$ cat src/hw/rtl/bankers_resource_allocator_unit_defines.svh
// Assertion macros for the banker's resource allocator.
// Included by the top level; no other dependencies.
`ifndef BANKERS_RESOURCE_ALLOCATOR_UNIT_DEFINES_SVH
`define BANKERS_RESOURCE_ALLOCATOR_UNIT_DEFINES_SVH
`ifndef SYNTHESIS
// Same-cycle implication, checked at every rising clock edge out of reset.
`define BRA_ASSERT_IMP(label, clk, rst_n, ante, cons, msg) \
    label: assert property (@(posedge clk) disable iff (!rst_n) (ante) |-> (cons)) \
        else $error(msg);
// Next-cycle implication.
`define BRA_ASSERT_NXT(label, clk, rst_n, ante, cons, msg) \
    label: assert property (@(posedge clk) disable iff (!rst_n) (ante) |=> (cons)) \
        else $error(msg);
`else
`define BRA_ASSERT_IMP(label, clk, rst_n, ante, cons, msg)
`define BRA_ASSERT_NXT(label, clk, rst_n, ante, cons, msg)
`endif
`endif

$ cat src/hw/rtl/bra_pkg.sv
// Shared types, codes and helpers of the banker's resource allocator.
// No dependencies.
`default_nettype none
package bra_pkg;

    localparam int AMT_W       = 16;
    localparam int NRES_FIELDS = 4;
    localparam int IN_TDATA_W  = 72;
    localparam int OUT_TDATA_W = 72;
    localparam logic [AMT_W-1:0] SAT_MAX = '1;

    typedef enum logic [2:0] {
        ACT_SET_AVAIL = 3'd0,
        ACT_LOAD_MAX  = 3'd1,
        ACT_REQUEST   = 3'd2,
        ACT_RELEASE   = 3'd3,
        ACT_RUN       = 3'd4
    } t_action;

    typedef enum logic [2:0] {
        STS_OK           = 3'd0,
        STS_BAD_CUSTOMER = 3'd1,
        STS_EXCEEDS_NEED = 3'd2,
        STS_EXCEEDS_AVL  = 3'd3,
        STS_UNSAFE       = 3'd4,
        STS_EXCEEDS_ALC  = 3'd5
    } t_status;

    typedef enum logic [2:0] {
        ST_IDLE,
        ST_CHECK,
        ST_SCAN,
        ST_RESP,
        ST_RET_RD,
        ST_RET_EMIT
    } t_state;

    // Unsigned add that sticks at the top of the range.
    function automatic logic [AMT_W-1:0] sat_add16(input logic [AMT_W-1:0] a,
                                                   input logic [AMT_W-1:0] b);
        logic [AMT_W:0] s;
        s = {1'b0, a} + {1'b0, b};
        return s[AMT_W] ? SAT_MAX : s[AMT_W-1:0];
    endfunction

endpackage
`default_nettype wire

$ cat src/hw/rtl/bra_row_mem.sv
// One row-wide synchronous store with registered read and write-first forwarding.
// Rows read as zero until written; valid bits are cleared by reset.
`default_nettype none
module bra_row_mem #(
    parameter int DEPTH = 8,
    parameter int AW    = 3,
    parameter int WIDTH = 64
) (
    input  wire logic             i_clk,
    input  wire logic             i_rst_n,
    input  wire logic             i_we,
    input  wire logic [AW-1:0]    i_waddr,
    input  wire logic [WIDTH-1:0] i_wdata,
    input  wire logic             i_re,
    input  wire logic [AW-1:0]    i_raddr,
    output logic      [WIDTH-1:0] o_rdata
);

    logic [WIDTH-1:0] r_mem [DEPTH];
    logic [DEPTH-1:0] r_valid;
    logic [WIDTH-1:0] r_rdata;

    // Storage array.
    always_ff @(posedge i_clk) begin
        if (i_we) begin
            r_mem[i_waddr] <= i_wdata;
        end
    end

    // Per-row valid bits, so that reset reads back as zero.
    always_ff @(posedge i_clk) begin
        if (!i_rst_n) begin
            r_valid <= '0;
        end else if (i_we) begin
            r_valid[i_waddr] <= 1'b1;
        end
    end

    // Registered read; a write to the same row in the same cycle is forwarded.
    always_ff @(posedge i_clk) begin
        if (i_re) begin
            if (i_we && (i_waddr == i_raddr)) begin
                r_rdata <= i_wdata;
            end else if (r_valid[i_raddr]) begin
                r_rdata <= r_mem[i_raddr];
            end else begin
                r_rdata <= '0;
            end
        end
    end

    assign o_rdata = r_rdata;

endmodule
`default_nettype wire

$ cat src/hw/rtl/bankers_resource_allocator_unit.sv
// Top level of the banker's resource allocator: sequencer, vectors, output word.
// Uses bra_pkg, bra_row_mem and the assertion macro header.
//
//  channel   | direction | handshake                   | content
//  s_axis    | in        | tvalid/tready               | action, customer, amounts
//  m_axis    | out       | tvalid/tready, tlast        | status, sequence entry, available
//  apb       | in        | psel/penable, pready high   | customers_in_use at address 0
//
// Set available goes from idle straight to the response state; load and release pass
// through the check state first. A request refused early also ends after the check;
// otherwise the safety scan reads one customer row per cycle from the maximum and
// allocated stores, restarting after every pick, until all active customers retire
// or a whole pass finds none. Run reads and then emits each retired customer in turn.
// Reset is synchronous; the row stores clear through per-row valid bits at once. A
// result waits in the output register while the next word may be accepted.
`default_nettype none
`include "bankers_resource_allocator_unit_defines.svh"
module bankers_resource_allocator_unit
    import bra_pkg::*;
#(
    parameter int CUSTOMERS = 8,
    parameter int RESOURCES = 4
) (
    input  wire logic                   i_clk,
    input  wire logic                   i_rst_n,
    // Input words.
    input  wire logic                   s_axis_tvalid,
    output logic                        s_axis_tready,
    // tdata from bit 0: customer[3:0], amount_0..amount_3 (16 bits each), zero pad.
    input  wire logic [IN_TDATA_W-1:0]  s_axis_tdata,
    // tuser from bit 0: action[2:0].
    input  wire logic [2:0]             s_axis_tuser,
    // Result words.
    output logic                        m_axis_tvalid,
    input  wire logic                   m_axis_tready,
    // tdata from bit 0: seq_customer[2:0], avail_0..avail_3 (16 bits each), zero pad.
    output logic [OUT_TDATA_W-1:0]      m_axis_tdata,
    // tuser from bit 0: status[2:0], seq_valid.
    output logic [3:0]                  m_axis_tuser,
    output logic                        m_axis_tlast,
    // Configuration port.
    input  wire logic                   psel,
    input  wire logic                   penable,
    input  wire logic                   pwrite,
    input  wire logic [2:0]             paddr,
    input  wire logic [31:0]            pwdata,
    output logic [31:0]                 prdata,
    output logic                        pready
);

    localparam int CW    = (CUSTOMERS > 1) ? $clog2(CUSTOMERS) : 1;
    localparam int NW    = $clog2(CUSTOMERS + 1);
    localparam int ROW_W = RESOURCES * AMT_W;

    typedef logic [RESOURCES-1:0][AMT_W-1:0] t_row;

    // Registers.
    t_state             r_state, n_state;
    t_action            r_action, n_action;
    logic [3:0]         r_cust, n_cust;
    t_row               r_amt, n_amt;
    t_row               r_avail, n_avail;
    t_row               r_work, n_work;
    t_row               r_trial, n_trial;
    logic [CUSTOMERS-1:0] r_finish, n_finish;
    logic [CW-1:0]      r_c, n_c;
    logic [NW-1:0]      r_cnt, n_cnt;
    logic [CW-1:0]      r_seq [CUSTOMERS];
    logic [CW-1:0]      n_seq [CUSTOMERS];
    logic [CW-1:0]      r_k, n_k;
    t_status            r_status, n_status;
    logic [3:0]         r_cfg_n;
    logic               r_ovalid, n_ovalid;
    t_status            r_o_status, n_o_status;
    logic               r_o_seqv, n_o_seqv;
    logic [CW-1:0]      r_o_seqc, n_o_seqc;
    logic               r_o_last, n_o_last;
    t_row               r_o_avail, n_o_avail;

    // Store ports.
    logic               rd_en;
    logic [CW-1:0]      rd_addr;
    logic               max_we;
    logic               alloc_we;
    logic [CW-1:0]      alloc_waddr;
    t_row               alloc_wdata;
    logic [ROW_W-1:0]   max_rd_flat, alloc_rd_flat;
    t_row               max_rd, alloc_rd;

    logic               in_accept;
    logic               out_free;
    logic               cfg_wr;
    logic [3:0]         n_act4;
    logic [NW-1:0]      n_act;
    logic               cust_ok;
    logic               exceed_need, exceed_avail, exceed_alloc;
    logic               row_fits, pick, pass_end, ret_last;
    t_row               trial_row, sub_row, rel_row, rel_avail, pick_work;
    t_row               ret_avail, back_avail, back_alloc;
    logic signed [AMT_W:0] need [RESOURCES];

    assign max_rd   = t_row'(max_rd_flat);
    assign alloc_rd = t_row'(alloc_rd_flat);

    bra_row_mem #(.DEPTH(CUSTOMERS), .AW(CW), .WIDTH(ROW_W)) u_max_mem (
        .i_clk   (i_clk),
        .i_rst_n (i_rst_n),
        .i_we    (max_we),
        .i_waddr (r_cust[CW-1:0]),
        .i_wdata (ROW_W'(r_amt)),
        .i_re    (rd_en),
        .i_raddr (rd_addr),
        .o_rdata (max_rd_flat)
    );

    bra_row_mem #(.DEPTH(CUSTOMERS), .AW(CW), .WIDTH(ROW_W)) u_alloc_mem (
        .i_clk   (i_clk),
        .i_rst_n (i_rst_n),
        .i_we    (alloc_we),
        .i_waddr (alloc_waddr),
        .i_wdata (ROW_W'(alloc_wdata)),
        .i_re    (rd_en),
        .i_raddr (rd_addr),
        .o_rdata (alloc_rd_flat)
    );

    // Configuration register.
    assign pready = 1'b1;
    assign cfg_wr = psel && penable && pwrite && pready;

    always_ff @(posedge i_clk) begin
        if (!i_rst_n) begin
            r_cfg_n <= 4'(CUSTOMERS);
        end else if (cfg_wr && !paddr[2]) begin
            r_cfg_n <= pwdata[3:0];
        end
    end

    assign prdata = paddr[2] ? 32'd0 : {28'd0, r_cfg_n};

    // Active customer count, clamped into range.
    always_comb begin
        if (r_cfg_n == 4'd0) begin
            n_act4 = 4'd1;
        end else if (r_cfg_n > 4'(CUSTOMERS)) begin
            n_act4 = 4'(CUSTOMERS);
        end else begin
            n_act4 = r_cfg_n;
        end
    end
    assign n_act   = NW'(n_act4);
    assign cust_ok = r_cust < n_act4;

    // Row arithmetic on the word under check and the row being scanned.
    always_comb begin
        exceed_need  = 1'b0;
        exceed_avail = 1'b0;
        exceed_alloc = 1'b0;
        row_fits     = 1'b1;
        for (int r = 0; r < RESOURCES; r++) begin
            need[r] = $signed({1'b0, max_rd[r]}) - $signed({1'b0, alloc_rd[r]});
            if ($signed({1'b0, r_amt[r]}) > need[r]) exceed_need = 1'b1;
            if (r_amt[r] > r_avail[r]) exceed_avail = 1'b1;
            if (r_amt[r] > alloc_rd[r]) exceed_alloc = 1'b1;
            if (need[r] > $signed({1'b0, r_work[r]})) row_fits = 1'b0;
            trial_row[r]  = sat_add16(alloc_rd[r], r_amt[r]);
            sub_row[r]    = r_avail[r] - r_amt[r];
            rel_row[r]    = alloc_rd[r] - r_amt[r];
            rel_avail[r]  = sat_add16(r_avail[r], r_amt[r]);
            pick_work[r]  = sat_add16(r_work[r], alloc_rd[r]);
            ret_avail[r]  = sat_add16(r_avail[r], alloc_rd[r]);
            back_avail[r] = sat_add16(r_avail[r], r_amt[r]);
            back_alloc[r] = r_trial[r] - r_amt[r];
        end
    end

    assign pick     = !r_finish[r_c] && row_fits;
    assign pass_end = (NW'(r_c) == (n_act - NW'(1)));
    assign ret_last = (NW'(r_k) == (n_act - NW'(1)));

    assign in_accept     = s_axis_tvalid && s_axis_tready;
    assign out_free      = !r_ovalid || m_axis_tready;
    assign s_axis_tready = (r_state == ST_IDLE);

    // Sequencer: next state, store accesses and result word.
    always_comb begin
        n_state    = r_state;
        n_action   = r_action;
        n_cust     = r_cust;
        n_amt      = r_amt;
        n_avail    = r_avail;
        n_work     = r_work;
        n_trial    = r_trial;
        n_finish   = r_finish;
        n_c        = r_c;
        n_cnt      = r_cnt;
        n_seq      = r_seq;
        n_k        = r_k;
        n_status   = r_status;
        n_ovalid   = r_ovalid && !m_axis_tready;
        n_o_status = r_o_status;
        n_o_seqv   = r_o_seqv;
        n_o_seqc   = r_o_seqc;
        n_o_last   = r_o_last;
        n_o_avail  = r_o_avail;
        rd_en      = 1'b0;
        rd_addr    = '0;
        max_we     = 1'b0;
        alloc_we   = 1'b0;
        alloc_waddr = r_cust[CW-1:0];
        alloc_wdata = rel_row;

        case (r_state)
            ST_IDLE: begin
                rd_en   = in_accept;
                rd_addr = s_axis_tdata[CW-1:0];
                if (in_accept) begin
                    n_action = t_action'(s_axis_tuser);
                    n_cust   = s_axis_tdata[3:0];
                    for (int r = 0; r < RESOURCES; r++) begin
                        n_amt[r] = s_axis_tdata[4 + AMT_W*r +: AMT_W];
                    end
                    case (t_action'(s_axis_tuser))
                        ACT_SET_AVAIL: begin
                            n_avail  = n_amt;
                            n_status = STS_OK;
                            n_state  = ST_RESP;
                        end
                        ACT_LOAD_MAX, ACT_REQUEST, ACT_RELEASE: begin
                            n_state = ST_CHECK;
                        end
                        ACT_RUN: begin
                            n_work   = r_avail;
                            n_finish = '0;
                            n_cnt    = '0;
                            n_c      = '0;
                            rd_addr  = '0;
                            n_state  = ST_SCAN;
                        end
                        default: begin
                            n_state = ST_IDLE;
                        end
                    endcase
                end
            end

            ST_CHECK: begin
                n_state = ST_RESP;
                if (!cust_ok) begin
                    n_status = STS_BAD_CUSTOMER;
                end else begin
                    case (r_action)
                        ACT_LOAD_MAX: begin
                            max_we   = 1'b1;
                            n_status = STS_OK;
                        end
                        ACT_REQUEST: begin
                            if (exceed_need) begin
                                n_status = STS_EXCEEDS_NEED;
                            end else if (exceed_avail) begin
                                n_status = STS_EXCEEDS_AVL;
                            end else begin
                                // Trial allocation, then the safety scan.
                                alloc_we    = 1'b1;
                                alloc_wdata = trial_row;
                                n_trial     = trial_row;
                                n_avail     = sub_row;
                                n_work      = sub_row;
                                n_finish    = '0;
                                n_cnt       = '0;
                                n_c         = '0;
                                rd_en       = 1'b1;
                                rd_addr     = '0;
                                n_state     = ST_SCAN;
                            end
                        end
                        ACT_RELEASE: begin
                            if (exceed_alloc) begin
                                n_status = STS_EXCEEDS_ALC;
                            end else begin
                                alloc_we    = 1'b1;
                                alloc_wdata = rel_row;
                                n_avail     = rel_avail;
                                n_status    = STS_OK;
                            end
                        end
                        default: begin
                            n_status = STS_OK;
                        end
                    endcase
                end
            end

            ST_SCAN: begin
                if (pick) begin
                    n_work          = pick_work;
                    n_finish[r_c]   = 1'b1;
                    n_seq[r_cnt[CW-1:0]] = r_c;
                    n_cnt           = r_cnt + NW'(1);
                    if (n_cnt == n_act) begin
                        // Every active customer retired: the state is safe.
                        if (r_action == ACT_RUN) begin
                            n_k     = '0;
                            n_state = ST_RET_RD;
                        end else begin
                            n_status = STS_OK;
                            n_state  = ST_RESP;
                        end
                    end else begin
                        n_c     = '0;
                        rd_en   = 1'b1;
                        rd_addr = '0;
                    end
                end else if (pass_end) begin
                    // A whole pass without a pick: unsafe.
                    n_status = STS_UNSAFE;
                    n_state  = ST_RESP;
                    if (r_action != ACT_RUN) begin
                        alloc_we    = 1'b1;
                        alloc_wdata = back_alloc;
                        n_avail     = back_avail;
                    end
                end else begin
                    n_c     = r_c + CW'(1);
                    rd_en   = 1'b1;
                    rd_addr = n_c;
                end
            end

            ST_RESP: begin
                if (out_free) begin
                    n_ovalid   = 1'b1;
                    n_o_status = r_status;
                    n_o_seqv   = 1'b0;
                    n_o_seqc   = '0;
                    n_o_last   = 1'b1;
                    n_o_avail  = r_avail;
                    n_state    = ST_IDLE;
                end
            end

            ST_RET_RD: begin
                rd_en   = 1'b1;
                rd_addr = r_seq[r_k];
                n_state = ST_RET_EMIT;
            end

            ST_RET_EMIT: begin
                if (out_free) begin
                    // Retire this customer: give back its allocation.
                    n_avail     = ret_avail;
                    alloc_we    = 1'b1;
                    alloc_waddr = r_seq[r_k];
                    alloc_wdata = '0;
                    n_ovalid    = 1'b1;
                    n_o_status  = STS_OK;
                    n_o_seqv    = 1'b1;
                    n_o_seqc    = r_seq[r_k];
                    n_o_last    = ret_last;
                    n_o_avail   = ret_avail;
                    if (ret_last) begin
                        n_state = ST_IDLE;
                    end else begin
                        n_k     = r_k + CW'(1);
                        n_state = ST_RET_RD;
                    end
                end
            end

            default: begin
                n_state = ST_IDLE;
            end
        endcase
    end

    // Control registers.
    always_ff @(posedge i_clk) begin
        if (!i_rst_n) begin
            r_state  <= ST_IDLE;
            r_ovalid <= 1'b0;
            r_avail  <= '0;
        end else begin
            r_state  <= n_state;
            r_ovalid <= n_ovalid;
            r_avail  <= n_avail;
        end
    end

    // Payload and scratch registers.
    always_ff @(posedge i_clk) begin
        r_action   <= n_action;
        r_cust     <= n_cust;
        r_amt      <= n_amt;
        r_work     <= n_work;
        r_trial    <= n_trial;
        r_finish   <= n_finish;
        r_c        <= n_c;
        r_cnt      <= n_cnt;
        r_seq      <= n_seq;
        r_k        <= n_k;
        r_status   <= n_status;
        r_o_status <= n_o_status;
        r_o_seqv   <= n_o_seqv;
        r_o_seqc   <= n_o_seqc;
        r_o_last   <= n_o_last;
        r_o_avail  <= n_o_avail;
    end

    // Result word packing.
    assign m_axis_tvalid = r_ovalid;
    assign m_axis_tlast  = r_o_last;
    assign m_axis_tuser  = {r_o_seqv, r_o_status};

    always_comb begin
        m_axis_tdata      = '0;
        m_axis_tdata[2:0] = 3'(r_o_seqc);
        for (int r = 0; r < RESOURCES; r++) begin
            m_axis_tdata[3 + AMT_W*r +: AMT_W] = r_o_avail[r];
        end
    end

    // Checks on the sequencer.
    `BRA_ASSERT_IMP(a_retire_full, i_clk, i_rst_n, (r_state == ST_RET_RD), (r_cnt == n_act), "retire started without a full safe sequence")
    `BRA_ASSERT_IMP(a_scan_range, i_clk, i_rst_n, (r_state == ST_SCAN), (NW'(r_c) < n_act), "scan index beyond the active customers")
    `BRA_ASSERT_IMP(a_seq_ok, i_clk, i_rst_n, (m_axis_tvalid && m_axis_tuser[3]), (m_axis_tuser[2:0] == STS_OK), "sequence entry with a failing status")
    `BRA_ASSERT_NXT(a_retire_next, i_clk, i_rst_n, (r_state == ST_RET_EMIT && out_free && !ret_last), (r_state == ST_RET_RD), "retire did not move to the next customer")

endmodule
`default_nettype wire

$ cat config.mk
export PLATFORM = sky130hd
export DESIGN_NAME = bankers_resource_allocator_unit
export DESIGN_NICKNAME = d
export VERILOG_FILES = /design/src/hw/rtl/bra_pkg.sv /design/src/hw/rtl/bra_row_mem.sv /design/src/hw/rtl/bankers_resource_allocator_unit.sv
export VERILOG_INCLUDE_DIRS = /design/src /design/src/hw/rtl
export SDC_FILE = /design/constraint.sdc
export NUM_CORES = 2
export LEC_CHECK = 0
export BUFFER_PORTS_ARGS = -buffer_cell sky130_fd_sc_hd__buf_2
export CAP_MARGIN = 20
export CORE_ASPECT_RATIO = 2
export CORE_UTILIZATION = 50
export DETAILED_ROUTE_END_ITERATION = 12
export PLACE_DENSITY = 0.78
export SKIP_CTS_REPAIR_TIMING = 1
export SYNTH_ARGS = -nofsm -noshare
export SYNTH_HDL_FRONTEND = slang
export SYNTH_HIERARCHICAL = 1
export SYNTH_SLANG_ARGS = --single-unit
$ cat constraint.sdc
create_clock -name i_clk -period 9.65 [get_ports i_clk]
set_input_delay 1.4475 -clock i_clk [delete_from_list [all_inputs] [get_ports i_clk]]
set_output_delay 1.4475 -clock i_clk [all_outputs]
set_load 0.02 [all_outputs]
==> metrics.cfg <==
[run_status]
status = completed

[global_routing]
grt-ovfl-total = 0
grt_use_total = 0.3227
antenna_found_initial = 19
grt_max_degree = 85
grt_first_pass_wirelength_um = 420300
first_global_vias = 66280

[route]
drcViolationCount = 0
drtPass1Iterations = 6
wirelength_um = 291700
vias = 64430
drtIter0Drc = 6561
viasPerCell = 6.536
antenna_left = 0
wl_per_cell_um = 29.59

[layout]
fin_util = 0.5533
mostFrequentLayoutCell = edfxtp_1
layout_common_cells = 1468 x edfxtp_1, 631 x ha_1, 525 x nand2_1, 452 x a21oi_1, 441 x inv_1
drive_gt1_frac = 0.1375
syn2layout_area_growth_pct = 10.08
final_cell_area_mm2 = 0.09749
final_nets = 8208

[timing]
slew_viol_final = 0
max-slew-margin-rel = 0.1793
worst_pin_slew_ns = 1.230
setup_tns_ns = 0
min_period_over_period = 0.9270
setup_viol = 0
fmax_mhz = 111.8
hold_viol = 0
fin_skew_ns = 0.05963
finalWorstPathRequiredPeriod_ns = 8.945
rsz0062_at_grt = false

[worst_setup_path]
arrival_ns = 9.58
cp_top_family = compound AO/OA/AOI/OAI gates
slowest_delay_ns = 0.70
worst-r2r-setup-slack_ns = 0.70
reg2reg_from = u_alloc_mem/o_rdata[33]$_DFFE_PP_
crit_cells = 29
cp-start-kind = register
cp_max_fo = 38
slowest_stage = a221o_4
crit_start = u_alloc_mem/o_rdata[33]$_DFFE_PP_
crit_top_cell = nand2_1
endpoint = u_alloc_mem/o_rdata[5]$_DFFE_PP_
reg2reg_depth = 29
r2r-end = u_alloc_mem/o_rdata[5]$_DFFE_PP_
end_kind = register
crit_type = register to register
critPathBufInv = 2
required_ns = 10.28

[yosys]
synthCells = 7279
ys_async_sr_fraction = 0
syn_avg_cell_area_um2 = 12.17
synth_cell_types = 92
synth_edf_count = 1468
ys.flop_type = edfxtp_1
yosysTopAreaCell = edfxtp_1
ys_warn_count = 6
yosysSeqAreaShare = 0.5176
synth.area.top_cells = edfxtp_1 50%, ha_1 8.9%, mux4_2 6.8%
synth_top_area_share = 0.4977
synth_seq_cells = 1556
netlist_area_mm2 = 0.08856

[clocking]
clk_path_buf_depth = 4
clk_latency_ns = 0.83
cts.htree.levels = 4
cts_sinks = 1556
cts-root-buf = clkbuf_16
cts_tree = built
cts.clk_slew.worst_paths_ns = 0.07
cts_buffers = 147

[floorplanning]
design.die.area_mm2 = 0.1789
boundaryPins = 229
start_util = 0.5026
die_x_um = 299.6
floorplan.rows = 218
die_h_um = 597.2
core_area_mm2 = 0.1762

[place]
hpwl_um = 205400
place.gp.congestion = 0.9948
portBuffers = 160
placed_cell_area_mm2 = 0.09276

[job]
maxCapViolations = 0

[worst_hold_path]
hp-class = register to register

## worst reg2reg max path: cells and delay by family (launching register included)
kind / cells / cell delay [ns]
XOR/XNOR: 2 / 0.37
AO/OA/AOI/OAI: 14 / 5.00
flip-flops: 1 / 0.53
adder cells (fa/ha/maj): 2 / 0.49
buffers and inverters: 2 / 0.53
AND/OR/NAND/NOR: 9 / 1.86
## state kept, by name, indices dropped and copies added, names as in the netlist, 4 cells and up
| signal | cells |
|---|---|
| m_axis_tdata | 64 |
| r_amt | 64 |
| r_avail | 64 |
| r_cfg_n | 4 |
| r_cnt | 4 |
| r_cust | 4 |
| r_finish | 8 |
| r_seq | 24 |
| r_trial | 64 |
| r_work | 64 |
| u_alloc_mem/o_rdata | 64 |
| u_alloc_mem/r_mem | 512 |
| u_alloc_mem/r_valid | 8 |
| u_max_mem/o_rdata | 64 |
| u_max_mem/r_mem | 512 |
| u_max_mem/r_valid | 8 |
## cell families after synthesis
logic type,synth area share
AOI/OAI and AO/OA,0.1333
and+or+nand+nor,0.08686
DFF,0.5176
buffers and inverters,0.03754
adders and majority gates,0.09649
muxes,0.08696
xor gates and xnor gates,0.04115
other,0.00008480
## cell usage after synthesis, types with 16 or more instances
| master | n |
|---|---|
| o21bai_1 | 64 |
| nand4_1 | 38 |
| xor2_1 | 115 |
| nor2b_1 | 89 |
| dfxtp_1 | 88 |
| nand2b_1 | 79 |
| a21o_1 | 122 |
| a211o_1 | 16 |
| inv_1 | 443 |
| o21a_1 | 72 |
| ha_1 | 631 |
| o211ai_1 | 46 |
| o31ai_1 | 27 |
| a221o_1 | 58 |
| nor3_1 | 134 |
| xnor2_1 | 296 |
| nor2_1 | 453 |
| a21oi_1 | 454 |
| mux2i_1 | 163 |
| edfxtp_1 | 1468 |
| a221oi_1 | 18 |
| and2_1 | 27 |
| mux4_2 | 266 |
| o21ai_2 | 120 |
| a22oi_1 | 66 |
| a21boi_0 | 21 |
| a2111oi_0 | 23 |
| nand2_1 | 529 |
| nand3_1 | 104 |
| or2_2 | 19 |
| o41ai_1 | 21 |
| a211oi_1 | 69 |
| fa_1 | 32 |
| or3_1 | 36 |
| and3_1 | 42 |
| buf_4 | 39 |
| nor4_1 | 29 |
| buf_2 | 59 |
| o21ai_0 | 343 |
| a31oi_1 | 49 |
| clkbuf_1 | 228 |
| o22ai_1 | 17 |
## metrics by stage
step	instances	hold slack, ns	setup slack, ns
floorplan	7311	0.4330	0.5337
global placement	9582	0.4409	1.049
detailed placement	9585	0.4452	0.8921
CTS	9842	0.4683	0.8650
global route	9850	0.4844	0.4563
finish	9858	0.4712	0.7048
## area by class of cell
class | instances | area (um2)
timing repair buffer | 322 | 2555
clock inverter | 85 | 888.4
antenna | 12 | 30.03
tap | 2310 | 2890
sequential | 1556 | 45840
inverter | 445 | 1673
fill | 14380 | 78710
clock buffer | 172 | 3782
multi-input combinational | 4956 | 39830
## worst min path at each step
| stage | start | slack (ns) | to | cells after the start |
|---|---|---|---|---|
| 2_1_floorplan | u_alloc_mem/r_valid[0]$_SDFFE_PN0P_ | 0.43 | u_alloc_mem/r_valid[0]$_SDFFE_PN0P_ | 1 |
| 3_3_place_gp | u_alloc_mem/r_valid[0]$_SDFFE_PN0P_ | 0.44 | u_alloc_mem/r_valid[0]$_SDFFE_PN0P_ | 1 |
| 3_5_place_dp | u_max_mem/r_valid[0]$_SDFFE_PN0P_ | 0.45 | u_max_mem/r_valid[0]$_SDFFE_PN0P_ | 1 |
| 4_1_cts | u_max_mem/r_valid[5]$_SDFFE_PN0P_ | 0.47 | u_max_mem/r_valid[5]$_SDFFE_PN0P_ | 1 |
| 5_1_grt | u_max_mem/r_valid[6]$_SDFFE_PN0P_ | 0.48 | u_max_mem/r_valid[6]$_SDFFE_PN0P_ | 1 |
| 6_report | u_alloc_mem/r_valid[4]$_SDFFE_PN0P_ | 0.47 | u_alloc_mem/r_valid[4]$_SDFFE_PN0P_ | 1 |
## layer usage
metal,global-route usage,wire [um]
met2,0.5610,145800
met4,0.2705,28030
met3,0.05441,22790
met5,0,43
met1,0.3395,94990
Power is not shown: default switching activity piles up to over one toggle a cycle in this logic, so the estimate is an artifact.
